`src/hdl/fft16_pkg.sv`:
```
`default_nettype none
package fft16_pkg;
  localparam int unsigned SampleWidth = 16;
  localparam int unsigned TwiddleWidth = 16;
  localparam int unsigned QueueDepth = 2;
  localparam longint CosPi4Q30 = 64'sd759250125;
  localparam longint CosPi8Q30 = 64'sd992008094;
  localparam longint SinPi8Q30 = 64'sd410903207;

  typedef enum logic [1:0] {
    BackIdle,
    BackBfly,
    BackEmit
  } back_state_e;

  function automatic longint tw_const(longint q30, int unsigned tw);
    longint frac;
    frac = longint'(tw) - 1;
    return (q30 + (64'sd1 <<< (29 - frac))) >>> (30 - frac);
  endfunction

  function automatic logic [3:0] bitrev4(logic [3:0] v);
    return {v[0], v[1], v[2], v[3]};
  endfunction
endpackage
`default_nettype wire

```
`src/hdl/fft16_front.sv`:
```
`default_nettype none
module fft16_front #(
  parameter int unsigned SAMPLE_WIDTH = fft16_pkg::SampleWidth
) (
  input  wire logic                           clk_i,
  input  wire logic                           rst_ni,
  input  wire logic                           valid_i,
  output logic                                stall_o,
  input  wire logic signed [SAMPLE_WIDTH-1:0] re_i,
  input  wire logic signed [SAMPLE_WIDTH-1:0] im_i,
  output logic                                q_valid_o,
  input  wire logic                           q_stall_i,
  output logic [3:0]                          q_slot_o,
  output logic signed [SAMPLE_WIDTH-1:0]      q_re_o,
  output logic signed [SAMPLE_WIDTH-1:0]      q_im_o,
  output logic                                q_end_o
);
  import fft16_pkg::*;
  // front: stamps each sample with its slot and frame-end flag, short queue to back
  logic [3:0] fill_q, fill_d;
  logic [QueueDepth-1:0] vld_q, vld_d;
  logic [3:0] slot_q [QueueDepth];
  logic signed [SAMPLE_WIDTH-1:0] re_q [QueueDepth];
  logic signed [SAMPLE_WIDTH-1:0] im_q [QueueDepth];
  logic acc, pop, to_upper;

  assign stall_o = vld_q[QueueDepth-1] && !pop;
  assign acc = valid_i && !stall_o;
  assign pop = vld_q[0] && !q_stall_i;
  assign to_upper = pop ? vld_q[1] : vld_q[0];
  assign fill_d = acc ? fill_q + 4'd1 : fill_q;
  assign q_valid_o = vld_q[0];
  assign q_slot_o = slot_q[0];
  assign q_re_o = re_q[0];
  assign q_im_o = im_q[0];
  assign q_end_o = slot_q[0] == 4'd15;

  always_comb begin
    vld_d = vld_q;
    if (pop) begin
      vld_d = {1'b0, vld_q[QueueDepth-1:1]};
    end
    if (acc) begin
      if (to_upper) begin
        vld_d[1] = 1'b1;
      end else begin
        vld_d[0] = 1'b1;
      end
    end
  end

  always_ff @(posedge clk_i or negedge rst_ni) begin
    if (!rst_ni) begin
      fill_q <= '0;
      vld_q <= '0;
    end else begin
      fill_q <= fill_d;
      vld_q <= vld_d;
    end
  end

  always_ff @(posedge clk_i) begin
    if (acc && !to_upper) begin
      slot_q[0] <= fill_q;
      re_q[0] <= re_i;
      im_q[0] <= im_i;
    end else if (pop) begin
      slot_q[0] <= slot_q[1];
      re_q[0] <= re_q[1];
      im_q[0] <= im_q[1];
    end
    if (acc && to_upper) begin
      slot_q[1] <= fill_q;
      re_q[1] <= re_i;
      im_q[1] <= im_i;
    end
  end
endmodule
`default_nettype wire

```
`config.mk`:
```
export PLATFORM = sky130hd
export DESIGN_NAME = fft16_front
export DESIGN_NICKNAME = d
export VERILOG_FILES = /design/src/hdl/fft16_pkg.sv /design/src/hdl/fft16_front.sv
export SDC_FILE = /design/constraint.sdc
export NUM_CORES = 1
export LEC_CHECK = 0
export BUFFER_PORTS_ARGS = -buffer_cell sky130_fd_sc_hd__buf_4
export CORE_MARGIN = 1.5
export CORE_UTILIZATION = 43
export CTS_CLUSTER_DIAMETER = 40
export DETAILED_ROUTE_END_ITERATION = 12
export PLACE_DENSITY_LB_ADDON = 0.25
export SETUP_SLACK_MARGIN = 0.3
export SYNTH_ARGS = -nofsm -noshare
export SYNTH_HDL_FRONTEND = slang
export SYNTH_SLANG_ARGS = --single-unit
```
`constraint.sdc`:
```
create_clock -name clk_i -period 4 [get_ports clk_i]
set_input_delay 0.4 -clock clk_i [delete_from_list [all_inputs] [get_ports clk_i]]
set_output_delay 0.4 -clock clk_i [all_outputs]
set_load 0.02 [all_outputs]
```
# Word-level counts from Yosys, hierarchy flattened
# Memories as Yosys holds them, arrays and structs flattened.
# Cells that the tools add are included.
# totals
mem_count	3
ff_bits	6
ram_bits	72
word_cells	34
# classes
muxes	15
addsub	1
bitwise	3
eq_ne	1
n_reduce_logical	9
# memory_table
memory	depth	word_bits	rd	rd_clocked_by_memory_dff	write_ports	line_no	text
im_q	2	16	2	0	2	fft16_front.sv:24	logic signed [SAMPLE_WIDTH-1:0] im_q [QueueDepth];
re_q	2	16	2	0	2	fft16_front.sv:23	logic signed [SAMPLE_WIDTH-1:0] re_q [QueueDepth];
slot_q	2	4	2	0	2	fft16_front.sv:22	logic [3:0] slot_q [QueueDepth];
# ops
cell	count
$mux 16	2
$mux 1	10
$logic_and 1x1->1	5
$add 4x1->4 const B	1
$eq 4x4->1 const B	1
$logic_not 1->1	4
$mux 2	2
$mux 4	1
$or 1x1->1	3

# Longest topological paths before layout
# Gate-level depths: netlist of the first run.
# depth
ltp_word	10
depth_mapped	5
depth_no_buf	4

# Worst setup path after synthesis of the first run
# No wires, ideal clock.
# synth_path
path_type	register -> register
start	register vld_q[1]
end	memory im_q[0][0] in the netlist's numbering, enable pin
path_buffers	0
setup_time_ns	0.479
path_slack_ns	0.365
arrival_ns	3.156
path_stages_with_launch	3
t_required_ns	3.521
cell_sequence	dfrtp_1 > nand2b_4 > o21ai_0
# synth_rtl
item	line_no	text
from (decl)	fft16_front.sv:21	logic [QueueDepth-1:0] vld_q, vld_d;
from (signal assigned)	fft16_front.sv:58	vld_q <= vld_d;
to (decl)	fft16_front.sv:24	

==> summary.txt, run 1 <==
Synthesis
  • #FFs+latches synth: 78
  • Post-synthesis sequential area ratio: between 60 and 70%
  • Synth async-reset ratio: roughly 7.7%
  • Avg Synthesized Cell Area: 19.1 µm²
  • Number of synthesized flops with an enable pin: 72
  • Mapped Cells: 175
  • Synth Warn #: 0
  • Post-Syn Area: around 3300 µm²
  • Ys flop type: edfxtp_1
  • Distinct cells, synth: 19
  • Post-Syn Nets: 212

Floorplanning
  • Die X: 91.1 µm
  • Core footprint: roughly 7400 µm²
  • Initial Util: 45.3%
  • Ports: 75
  • Die ar.: 8310 µm²
  • Die H: about 90 µm
  • FP Rows: 31

Cells and area
  • Non-filler instance count after layout: 326
  • Diodes inserted: 0
  • Commonest non-fill, non-tap cell in the layout: buf_4
  • Final #Nets: 259
  • Layout cells sized above 1: 58.6%
  • Area growth, synth to finish: 17.4%
  • Most frequent cells in the layout: 75 x buf_4, 72 x edfxtp_1, 30 x mux2_4

Placement
  • Pre-CTS setup slack: 2070 ps
  • Post-DP HPWL: 3.25 mm
  • PortBufs: 74
  • Gpl congestion: approximately 0.70
  • Placed cell count: 309

Pwr
  • Total Power: 2730 µW
  • PD cells: 697 nW/µm²
  • Leakage power: 0.00161 µW
  • Peak supply drop: 0.416 mV

GRT
  • Gr usage total: 12.9%
  • Vias in the first global route: 1,545
  • Met2 global-route usage: 20.5%
  • First-pass GRT wire length: 7.92 mm
  • Initial antenna violation count: 0
  • GR Util met1: 15.8%
  • Met3 Usage GRT: 3.69%
  • Total grt overflow: 0
  • Most Crowded Layer GR: met2
  • Largest net degree at the start of global routing: 38

Clock tree
  • Clock Latency Late Sink: 340 ps
  • Clock Tree Buf Depth: 2
  • Worst-path clk slew: 80 ps
  • H-tree levels: 3
  • CTS Sinks: 78
  • Total CTS buffers: 9
  • CTS tree: yes
  • Number of setup buffers added after CTS: 0
  • Root Driver: clkbuf_8

Worst setup path
  • Worst setup SP type: flop
  • Critical Path Slowest Stage Cell: nand2b_4
  • CP Cell Sequence: nand2b_4 > nand2b_4 > mux2_2
  • Crit path kind: reg2reg
  • Most common cell on crit path: nand2b_4
  • Crit path DAT: 1950 ps
  • WP data required: 4090 ps
  • CP peak stage delay: around 560 ps
  • Critical Path End Type: flop
  • CP Max Fanout: 36

Routing
  • Wire per inst: 15.4 µm
  • Post-Route WL: between 5 and 6 mm
  • DRC: 0
  • First drt pass iteration count: 4
  • Final antenna-violating net count: 0
  • Vias: 1,472
  • Number of vias per cell: between 4 and 5
  • Initial DRC count: 79

Timing
  • Fin crit period: 1860 ps
  • Setup slack after layout: between 2000 and 2500 ps
  • Max Clk Rate: 537 MHz
  • Slew Limit Fails: 0
  • Setup tns final: 0 ps
  • Final Setup Violations: 0
  • Final hold violations: 0
  • Slew HR: 42.2%
  • Final period utilization: 46.6%
  • RSZ-0062 raised after global routing: false
  • Worst-margin pin slew: 868 ps
  • Clock Skew: 10.8 ps

Run
  • Maxcap violations: 0

Status
  • Status: completed

Worst hold path
  • Hold Crit Class: in2reg
[cells by family after synthesis]
| group | after synthesis | synth area share [%] |
|---|---|---|
| mux | 37 | 15.8 |
| compound gates | 5 | 0.824 |
| simple gates | 10 | 2.47 |
| buf+inv | 40 | 10.2 |
| xor+xnor | 4 | 1.05 |
| flops | 78 | 69.2 |
| fa+ha+maj | 1 | 0.374 |
[stage by stage]
step | util [%] | hold WS, ps | cell area [µm²]
after CTS | 53.2 | 221 | 3920
final | 53.2 | 238 | 3920
after global placement | 50.2 | 214 | 3700
after detailed placement | 50.2 | 213 | 3700
after global routing | 53.2 | 217 | 3920
after floorplan | - | 104 | 3340
[registers in the layout, summed over array words and instances (netlist names)]
| register | count |
|---|---|
| im_q | 32 |
| vld_q | 2 |
| fill_q | 4 |
| re_q | 32 |
| slot_q | 8 |
[area by class of cell]
| cell class | instances | area (µm²) |
|---|---|---|
| fillers | 618 | 3450 |
| clock buffers | 10 | 128 |
| flip-flops and latches | 78 | 2310 |
| multi-input cells | 57 | 699 |
| clock inverters | 6 | 86.3 |
| well taps | 99 | 124 |
| repair buffers | 76 | 573 |
[power breakdown]
part           internal [µW]  leakage, µW  switching (µW)
sequential              1200     0.000749             102
combinational            372     0.000753             429
clock                    350     0.000106             279
total                   1920      0.00161             810
[final timing paths]
check | startpoint | to | slack [ps] | cells after the start
hold / removal | im_i[8] | im_q[0][24] | 240 | 1
max in group asynchronous | rst_ni | fill_q[2] | 3490 | 2
min in group asynchronous | rst_ni | vld_q[0] | 390 | 2
setup reg to reg | vld_q[0] | re_q[0][15] | 2140 | 3
hold reg to reg | fill_q[3] | fill_q[3] | 500 | 1
setup / recovery | vld_q[0] | re_q[0][15] | 2140 | 3
[synth_stat cells (2+ instances only)]
master	number	area, µm²
o21ai_0	2	10.0
dfrtp_1	6	150
nand2_1	2	7.51
edfxtp_1	72	2160
buf_12	3	60.1
mux2_4	30	450
nand2b_4	3	41.3
xor2_1	4	35.0
mux2_2	7	78.8
a21oi_1	2	10.0
buf_4	36	270
[routing by layer]
metal  share of wire, %  up-vias
met5                  0        -
met1                 43      718
met4                1.9        0
li1                   -      706
met3                4.7        9
met2                 51       39
[critical path: cells and delay by family (launching register included)]
family,cells,cell delay (ps)
and+or+nand+nor,2,700
DFF,1,470
muxes,1,400
[repair_timing]
action                    4_1_cts  5_1_grt
hold endpoints to repair        6        0
hold buffers                    1        0
gates resized for setup         0        0
Note: power is estimated with default switching activity, not from simulation.
==> run 2, diff against run 1 <==
clock period = 1.5 ns   (was 4 ns; I/O delays follow)
==> run 2 against run 1 <==
  * Critical endpoint is now slot_q[0][1]
  * Utilization increased by 7.1 points
  * Maximum frequency up 32%
  * Final cell count rose by 14%
  * Register-to-register slack worse by 2000 ps
==> summary.txt, run 2 (synthesis results as in run 1) <==
Timing
  • Final Setup Violations: 0
  • Hold slack: 78.9 ps
  • Worst-margin pin slew: ~190 ps
  • RSZ-0062 raised after global routing: true
  • Final hold violations: 0
  • Slew HR: 87.5%
  • Final period utilization: between 90% and 100%
  • Slew Limit Fails: 0
  • Clock Skew: 7.09 ps
  • Fin crit period: 1410 ps
  • Setup slack after layout: 90.3 ps
  • Max Clk Rate: roughly 710 MHz

Pwr
  • Total Power: 7490 µW
  • PD cells: roughly 1700 nW/µm²
  • Leakage power: 0.00185 µW
  • Peak supply drop: 0.835 mV

Worst setup path
  • Family with the most delay on the worst path: flip-flops
  • Start of the worst register-to-register path: vld_q[0]
  • Worst setup SP type: flop
  • Critical Path End Type: flop
  • CP peak stage delay: 420 ps
  • Crit path from: vld_q[0]
  • CP bufs+invs: 1
  • WP data required: 1580 ps
  • Most common cell on crit path: nand2b_4
  • Crit path DAT: 1490 ps
  • Crit path kind: reg2reg
  • CP Max Fanout: 16
  • CP Cell Sequence: nand2b_4 > nand2b_4 > buf_12 > mux2_4
  • Critical Path Slowest Stage Cell: dfrtp_2

Routing
  • DRC: 0
  • Number of vias per cell: 4.47
  • Post-Route WL: 5.21 mm
  • Final antenna-violating net count: 0
  • Wire per inst: 14.0 µm
  • First drt pass iteration count: 4
  • Initial DRC count: 66
  • Vias: 1,662

GRT
  • Initial antenna violation count: 0
  • Largest net degree at the start of global routing: 22
  • Gr usage total: 13.4%
  • Total grt overflow: 0
  • Vias in the first global route: 1,702
  • First-pass GRT wire length: 8.38 mm

Floorplanning
  • Core footprint: 7370 µm²
  • Die X: 91.1 µm
  • FP Rows: 31
  • Die H: 91.1 µm
  • Die ar.: 8310 µm²
  • Ports: 75
  • Initial Util: 45.3%

Cells and area
  • FF/Latch Area: 2310 µm²
  • Fill count: 566
  • Layout cells sized above 1: between 50% and 60%
  • Post-route cell area: 4450 µm²
  • Largest registers: im_q x32, re_q x32, slot_q x8
  • Final core utilization: 60.3%
  • Final #Nets: a little over 300
  • Diodes inserted: 0
  • Area growth, synth to finish: 33.1%
  • Most frequent cells in the layout: 76 x buf_4, 72 x edfxtp_1, 37 x mux2_4
  • Area of the multi-input gates: 738 µm²
  • Commonest non-fill, non-tap cell in the layout: buf_4

Clock tree
  • CTS tree: yes
  • Clock Tree Buf Depth: 2
  • CTS Sinks: 78
  • H-tree levels: 3
  • Clock Latency Late Sink: 330 ps
  • Root Driver: clkbuf_8
  • Worst-path clk slew: 70 ps
  • Total CTS buffers: 9

Placement
  • Dpl cell area: 3870 µm²
  • Post-DP HPWL: ~3.3 mm
  • Pre-CTS setup slack: just over 100 ps
  • PortBufs: 74
  • Gpl congestion: 0.698

Worst hold path
  • Hold Crit Class: in2reg
  • Worst hold start: q_stall_i

Run
  • Maxcap violations: 0

Status
  • Status: completed
[run 2: changes by cell type in the layout (fill, tap and decap cells not counted), moves of 2 or more]
cell           delta
mux2_4            +7
buf_6             +7
bufinv_16         -2
mux2_2            -7
buf_12            +6
dlygate4sd3_1    +32
[run 2: worst min-delay path: cells and delay by family]
| kind | cells | cell delay [ps] |
|---|---|---|
| buffers and inverters | 1 | 100 |
| AOI/OAI and AO/OA | 1 | 60 |
| and+or+nand+nor | 1 | 60 |
[run 2: cell type report]
class,instances,share of cell area (%)
timing repair buffer,123,25.1
tap,99,2.79
clock inverter,4,0.563
clock buffer,11,2.95
sequential,78,52.0
multi-input combinational,57,16.6
[run 2: repair_timing]
item	CTS	global route
hold buffers	33	0
endpoints found under the hold margin	38	0
gates resized for setup	5	8
pin swaps	2	1
setup endpoints to repair	113	115
setup buffers	3	3
[run 2: layer usage]
layer  part of all wire, %  GRT usage, %
met5                     0             0
met3                   3.7          3.18
met1                    43          16.5
met4                   1.4          6.64
met2                    52          22.0
[run 2: per-stage QoR]
stage	instances	setup TNS, ps
2_1_floorplan	175	-6110
3_5_place_dp	318	0
4_1_cts	369	0
6_report	372	0
5_1_grt	372	0
3_3_place_gp	318	0
[run 2: report_power, final]
group | internal, µW | total, µW | switching, µW
Combinational | 1480 | 2770 | 1290
Sequential | 3200 | 3440 | 244
Clock | 587 | 1270 | 685
[run 2: worst paths after layout]
path	to	slack, ps	cells after the start
setup / recovery	slot_q[0][1]	90	4
hold / removal	vld_q[0]	80	3
setup reg to reg	slot_q[0][1]	90	4
hold reg to reg	fill_q[3]	500	1
max in group asynchronous	vld_q[0]	1210	2
min in group asynchronous	fill_q[1]	160	2
==> run 3, diff against run 2 <==
HOLD_SLACK_MARGIN = 0.1   (was unset)
==> run 3 against run 2 <==
  * Combinational power about the same
  * Routed wire length increased by 0.31%
  * Via count down 0.12%
  * Register-to-register slack is essentially flat
  * Maximum frequency decreased by 0.17%
  * Largest power group unchanged
  * Highest routed layer unchanged
==> summary.txt, run 3 (synthesis results as in run 1) <==
Worst hold path
  • Hold Crit Class: in2reg

GRT
  • Vias in the first global route: about 1,700
  • Gr usage total: 13.4%
  • Largest net degree at the start of global routing: 22
  • Total grt overflow: 0
  • Initial antenna violation count: 0
  • First-pass GRT wire length: 8.40 mm

Placement
  • Gpl congestion: between 0.6 and 0.7
  • Post-DP HPWL: 3.28 mm
  • PortBufs: 74

Floorplanning
  • Ports: 75
  • Die H: slightly above 90 µm
  • FP Rows: 31
  • Die ar.: between 8000 and 9000 µm²
  • Initial Util: between 40 and 50%
  • Core footprint: 7370 µm²
  • Die X: 91.1 µm

Routing
  • Post-Route WL: roughly 5.2 mm
  • First drt pass iteration count: 4
  • Wire per inst: 14.0 µm
  • Initial DRC count: 66
  • Final antenna-violating net count: 0
  • Number of vias per cell: 4.45
  • Vias: 1,660
  • DRC: 0

Timing
  • Hold slack: 106 ps
  • Max Clk Rate: a little over 700 MHz
  • Clock Skew: 7.50 ps
  • Slew HR: 87.5%
  • Final hold violations: 0
  • Worst-margin pin slew: around 190 ps
  • Final Setup Violations: 0
  • RSZ-0062 raised after global routing: true
  • Slew Limit Fails: 0
  • Final period utilization: 94.1%
  • Fin crit period: 1410 ps

Run
  • Maxcap violations: 0

Worst setup path
  • Worst reg2reg path depth: 4
  • Crit path kind: reg2reg
  • Start of the worst register-to-register path: vld_q[0]
  • Crit path DAT: 1490 ps
  • Crit path from: vld_q[0]
  • Critical Path End Type: flop
  • Worst setup SP type: flop
  • R2R Path End: slot_q[0][1]
  • WP data required: 1580 ps
  • Reg2reg setup slack: about 88 ps
  • CP Max Fanout: 16
  • End point of the critical path: slot_q[0][1]

Pwr
  • Peak supply drop: 0.835 mV
  • Switching part of the total: 29.6%
  • PD cells: 1680 nW/µm²
  • Leakage power: around 0.0019 µW
  • P_int: 5270 µW
  • Combinational share of power: 37.0%
  • Net Switching: 2220 µW
  • Clock power frac: 17.0%
  • Seq pwr share: 46.0%

Cells and area
  • Area growth, synth to finish: 33.4%
  • Layout cells sized above 1: 54.0%
  • Most frequent cells in the layout: 76 x buf_4, 72 x edfxtp_1, 37 x mux2_4
  • Final core utilization: 60.5%
  • Final #Nets: 307
  • Diodes inserted: 0
  • Commonest non-fill, non-tap cell in the layout: buf_4
  • Largest registers: im_q x32, re_q x32, slot_q x8

Clock tree
  • H-tree levels: 3
  • CTS tree: yes
  • CTS Sinks: 78
  • Root Driver: clkbuf_8
  • Total CTS buffers: 9
  • Clock Latency Late Sink: around 330 ps
  • Clock Tree Buf Depth: 2
  • Worst-path clk slew: 70 ps

Status
  • Status: completed
[run 3: worst min-delay path by stage]
stage	slack, ps	endpoint	depth (start not counted)	startpoint
3_3_place_gp	-40	vld_q[1]	1	rst_ni
2_1_floorplan	-150	fill_q[0]	0	rst_ni
4_1_cts	110	vld_q[0]	3	valid_i
5_1_grt	120	vld_q[0]	3	valid_i
6_report	110	vld_q[0]	3	valid_i
3_5_place_dp	-30	vld_q[1]	1	rst_ni
[run 3: per-stage QoR]
step	total power [µW]	TNS [ps]	std cells	instance area [µm²]	setup slack (ps)
2_1_floorplan	5420	-6110	175	3390	-123
3_3_place_gp	5990	0	318	3870	122
3_5_place_dp	6040	0	318	3870	103
4_1_cts	7480	0	370	4400	91.3
5_1_grt	7870	0	373	4460	55.4
6_report	7490	0	373	4460	87.9
[run 3: routing by layer]
metal	global-route usage, %	up-vias	share of wire [%]
met3	3.18	8	3.7
met4	6.64	0	1.4
met5	0	-	0
met1	16.5	799	43
li1	-	805	-
met2	22.0	48	52
[run 3: worst max-delay path, stage by stage (launching register included)]
cell and delay (ps):
dfrtp_2 420, nand2b_4 80, nand2b_4 160, buf_12 180
mux2_4 310
[run 3: cell type report]
cell class	instances	area [µm²]
fillers	566	2910
flip-flops and latches	78	2310
repair buffers	124	1120
multi-input cells	57	738
clock buffers	11	131
well taps	99	124
clock inverters	4	25.0
[run 3: power groups by stage]
stage	Clock, µW	Combinational (µW)	Sequential [µW]
global placement	0	2520	3470
finish	1270	2770	3440
floorplan	0	1970	3460
CTS	1330	2710	3440
global route	1400	2960	3510
detailed placement	0	2550	3490
[run 3: what timing repair did]
action | CTS | global route
resized for setup | 5 | 8
endpoints found under the setup margin | 113 | 115
hold endpoints to repair | 39 | 0
buffers inserted | 3 | 3
hold buffers | 34 | 0
pin swaps | 2 | 1
